File: config.mk
export PLATFORM = sky130hd
export DESIGN_NAME = chte_ram
export DESIGN_NICKNAME = d
export VERILOG_FILES = /design/src/hw/rtl/chte_ram.sv
export SDC_FILE = /design/constraint.sdc
export NUM_CORES = 1
export LEC_CHECK = 0
export BUFFER_PORTS_ARGS = -buffer_cell sky130_fd_sc_hd__clkbuf_2
export CAP_MARGIN = 20
export CORE_MARGIN = 4
export CORE_UTILIZATION = 48
export CTS_CLUSTER_SIZE = 40
export DETAILED_ROUTE_END_ITERATION = 8
export SETUP_SLACK_MARGIN = 0.5
export SYNTH_ARGS = -nofsm -noshare
export SYNTH_HDL_FRONTEND = slang
export SYNTH_SLANG_ARGS = --single-unit
File: constraint.sdc
create_clock -name clk -period 2.4 [get_ports clk]
set_input_delay 0.72 -clock clk [delete_from_list [all_inputs] [get_ports clk]]
set_output_delay 0.72 -clock clk [all_outputs]
set_load 0.02 [all_outputs]
File: src/hw/rtl/chte_ram.sv
`timescale 1ns / 1ps
// ----------------------------------------------------------------------------
// chte_ram
// Generic single-port-write, single-port-read RAM with registered read data.
// ----------------------------------------------------------------------------
module chte_ram #(
    parameter int WIDTH = 8,
    parameter int DEPTH = 16
) (
    input  logic                     clk,
    input  logic                     we,
    input  logic [$clog2(DEPTH)-1:0] waddr,
    input  logic [WIDTH-1:0]         wdata,
    input  logic [$clog2(DEPTH)-1:0] raddr,
    output logic [WIDTH-1:0]         rdata
);

    logic [WIDTH-1:0] mem [DEPTH];

    // Write and registered read
    always_ff @(posedge clk)
    begin
        if (we)
        begin
            mem[waddr] <= wdata;
        end
        rdata <= mem[raddr];
    end

endmodule

=== Word-level counts from Yosys, hierarchy flattened ===
Memories as Yosys holds them, arrays and structs flattened. A register that Yosys moved wholly into a read port is not among the register bits.
Cells that the tools add are included.

* Multiplexer cells: 2

{| class="wikitable"
|+ Operators with widths
! operator !! number
|-
| $mux W1 || 2
|}

* Bits of input ports: 18
* Flip-flop bits (word level): 0
* Logic and storage cells: 3
* Memories kept: 1
* Memory bits (writable): 128
* Output and inout bits: 8

{| class="wikitable"
|+ Memories
! memory !! words !! bits a word !! rd ports !! clocked after Yosys merged registers in !! write ports !! RTL line !! text
|-
| mem || 16 || 8 || 1 || 1 || 1 || 18 || <nowiki>logic [WIDTH-1:0] mem [DEPTH];</nowiki>
|}

=== Depth between registers and ports, before layout ===
* Depth in word-level cells: 2
* Gate-level depth with buffers: 5
* Gate-level depth less buffers: 3

=== Worst setup path before layout ===
OpenSTA, ideal clock, no wires.

* Path kind: input to register
* From: input waddr[2]
* To: memory mem[0][0], enable pin
* Required time: 2017 ps
* Path slack: 187 ps
* Data arrival time: 1830 ps
* Setup time: 383 ps
* Cell stages on the path: 2
* Buffers on the path: 0
* Cells stage by stage: or3b_2 > nor3_1

{| class="wikitable"
|+ RTL lines
! what !! RTL line !! text
|-
| start, declared || 12 || <nowiki>input logic [$clog2(DEPTH)-1:0] waddr,</nowiki>
|-
| end, declared || 18 ||
|}

No word-level cell before the write port.

=== Worst setup path after layout ===
* From: register rdata[6] (read register of mem)
* To: output rdata[6]

{| class="wikitable"
|+ RTL lines
! what !! RTL line !! text
|-
| start, declared || 15 || <nowiki>output logic [WIDTH-1:0] rdata</nowiki>
|}

No word-level cell between the ends.

==> results.rst <==
.. list-table::
   :header-rows: 1

   * - Metric
     - Value
   * - Remaining routing DRC violations
     - 0
   * - Unrepaired setup endpoints after global routing
     - no
   * - Initial cell density of the core
     - 49.6%
   * - Number of sinks on the clock net
     - 136
   * - Antenna violations before repair
     - 0
   * - Global-route wire length before repair
     - 15200 µm
   * - Vias in the first global route
     - 2540
   * - Placed Instance Area
     - 5580 µm²
   * - Number of max-cap violations
     - 0
   * - Most frequently used flop master after synthesis
     - edfxtp_1
   * - Average instance area after synthesis
     - 22.5 µm²
   * - Relative slew margins
     - 75.3%
   * - Buffering stage count on the worst path with inverters included
     - 1
   * - Number of cells traversed by the worst hold path
     - 1
   * - Share of flip-flops with an asynchronous set or reset
     - 0%
   * - Port Buffers
     - 25
   * - Category of cells accounting for the largest share of critical-path delay
     - flip-flops
   * - Syn Nets
     - 247
   * - Top-level port count
     - 26
   * - Count of synthesis-stage warnings from yosys
     - 0
   * - Synth top area share
     - 74.7%
   * - Via density per instance
     - 5.54
   * - Routed wire length
     - 9570 µm
   * - Overall power after layout
     - 5.40 mW
   * - Clock latency on the worst-skew pair
     - 0.51 ns
   * - Post-CTS Setup Bufs
     - 0
   * - Post-cts sizing count
     - 0
   * - Number of H-tree branching levels
     - 4
   * - Max Slew Vio Count
     - 0
   * - Critical path data required time
     - 1.68 ns
   * - Initial detailed-routing violation count
     - 110
   * - Y dimension of the die
     - 112 µm
   * - Category of the critical setup timing path
     - reg -> out
   * - Ranking of synthesized cells by area
     - edfxtp_1 (75%), mux4_2 (7.9%), mux4_1 (7.1%), dfxtp_1 (3.1%), a22oi_1 (2.3%)
   * - Post-synthesis cell area
     - 5150 µm²
   * - VDD IR-drop max
     - 0.429 mV
   * - Post-synthesis to final-layout area growth
     - 19.6%
   * - Number of buffers added by the clock tree synthesis step
     - 17
   * - Measured slew at the worst slew-check pin
     - 0.370 ns
   * - Highest clock rate
     - 559 MHz
   * - Maximum number of pins on one net before global-route repair
     - 33
   * - Width of the die
     - 112 µm
   * - Final nets
     - 304
   * - Count of vias placed by the detailed router
     - 2410
   * - Worst-path maximum fanout
     - 1
   * - Number of nets with antenna violations after detailed routing
     - 0
   * - Clock slew at reported path FFs
     - 0.06 ns
   * - Crit. path cell count
     - 1
   * - Total Die Area
     - 12400 µm²
   * - Number of standard-cell rows in the floorplan
     - 37
   * - EDFF count, synth
     - 128
   * - TritonCTS clock tree
     - done
   * - Hold buffers post-CTS
     - 0
   * - Worst EP arrival
     - 1.07 ns
   * - Type of destination of the critical path
     - primary output
   * - Fin area
     - 6160 µm²
   * - Final setup violation count
     - 0
   * - Reported leakage power
     - 2.11 nW
   * - Number of inserted diodes
     - 0
   * - Critical path's largest stage delay
     - 0.37 ns
   * - Power per cell area
     - 877 nW/µm²
   * - Slowest cell on crit path
     - dfxtp_1
   * - Root Buffer Master
     - clkbuf_8
   * - Class of the worst hold path
     - in -> reg
   * - Worst Skew
     - 0.00950 ns
   * - Most area-hungry cell type in the Yosys netlist
     - edfxtp_1
   * - Final weighted congestion in routability-driven placement
     - 0.714
   * - Unique masters post-synth
     - 19
   * - Startpoint kind of the worst setup timing path
     - flip-flop
   * - Post-DR wirelength/cell
     - 22.0 µm
   * - Total global-route track usage
     - 16.8%
   * - List of cells traversed by the critical path
     - clkbuf_2
   * - Number of hold violations in the final report
     - 0
   * - Sequential-to-total area share from yosys stat
     - 77.8%
   * - Post-route clock period utilization
     - 74.6%
   * - HPWL after detailed placement
     - 6440 µm
   * - Proportion of layout cells with a drive suffix above 1
     - 34.1%
   * - Post-synthesis cell count
     - 229
   * - Core region area
     - 10400 µm²
   * - Final critical path time including I/O delays and setup
     - 1.79 ns
   * - Buffer depth of the longest clock path
     - 2
   * - Final total negative setup slack
     - 0 ns
   * - Number of cells on the worst reg-to-reg path
     - 3
   * - Count of TritonRoute iterations in the first routing pass
     - 4
   * - WHS
     - 0.619 ns
   * - Result of the run
     - complete, no violations
   * - Flop and latch count out of synthesis
     - 136
   * - Total overflow reported by the global router
     - 0
## path summary, 6_finish.rpt
kind	start	to	slack (ns)
worst max-delay path	rdata[6]	rdata[6]	0.61
worst min-delay path	wdata[2]	mem[7][2]	0.62
worst max register to register	mem[5][3]	rdata[3]	1.04
worst min register to register	mem[14][2]	rdata[2]	0.68
## cell type report
type	count	area, µm²
multi-input combinational	83	1070
clock buffer	18	428
tap	136	170
timing repair buffer	48	335
clock inverter	14	149
fill	767	4210
sequential	136	4000
## synth_stat cells, types with 2 or more instances
cell type,instances
nand2_1,9
nand2b_1,2
buf_6,3
nor3_1,4
nand3b_1,2
a22oi_1,16
dfxtp_1,8
clkdlybuf4s25_2,3
mux4_1,14
mux4_2,18
buf_2,3
nor2_1,13
edfxtp_1,128
## report_power, final
part	total, mW	internal, mW	switching, mW
Combinational	0.267	0.112	0.155
Sequential	2.67	2.66	0.0182
Clock	2.46	1.51	0.953
## stage by stage
| step | setup slack (ns) | util (%) | cells |
|---|---|---|---|
| after floorplan | 0.414 | - | 229 |
| final | 0.610 | 59.4 | 435 |
| after global placement | 0.287 | 53.8 | 403 |
| after global routing | 0.561 | 59.4 | 435 |
| after CTS | 0.579 | 59.4 | 435 |
| after detailed placement | 0.274 | 53.8 | 403 |
## sequential cells by signal, indices dropped and copies added (netlist names)
| signal | flops |
|---|---|
| mem | 128 |
| rdata | 8 |
## cell families (layout without fill, tap and decap cells)
family | after synthesis | count (layout) | synth area share (%)
AO/OA/AOI/OAI | 16 | 16 | 2.33
buffers and inverters | 10 | 80 | 1.68
flip-flops | 136 | 136 | 77.8
multiplexers | 32 | 32 | 15.0
AND/OR/NAND/NOR | 35 | 35 | 3.18
## layout by cell type, fill, tap and decap left out, types with 2 or more instances in the layout
| cell type | Yosys | routed |
|---|---|---|
| clkinv_4 | 0 | 3 |
| nor2_1 | 13 | 13 |
| mux4_2 | 18 | 18 |
| dfxtp_1 | 8 | 8 |
| clkbuf_8 | 0 | 2 |
| buf_12 | 0 | 3 |
| nand2b_1 | 2 | 2 |
| bufinv_16 | 0 | 2 |
| clkbuf_2 | 0 | 25 |
| nand3b_1 | 2 | 2 |
| clkinv_2 | 0 | 3 |
| inv_6 | 0 | 2 |
| mux4_1 | 14 | 14 |
| nor3_2 | 0 | 3 |
| buf_4 | 1 | 20 |
| clkbuf_16 | 0 | 16 |
| nand2_1 | 9 | 9 |
| edfxtp_1 | 128 | 128 |
| clkinvlp_4 | 0 | 4 |
| a22oi_1 | 16 | 16 |
## layer usage
layer | track usage (%) | up-vias | wire length [µm]
met5 | 0 | - | 0
met4 | 5.11 | 0 | 86
met3 | 5.27 | 10 | 582
met2 | 25.5 | 73 | 4640
met1 | 23.8 | 1238 | 4270
li1 | - | 1089 | -
Power figures use the tool's default switching activity.
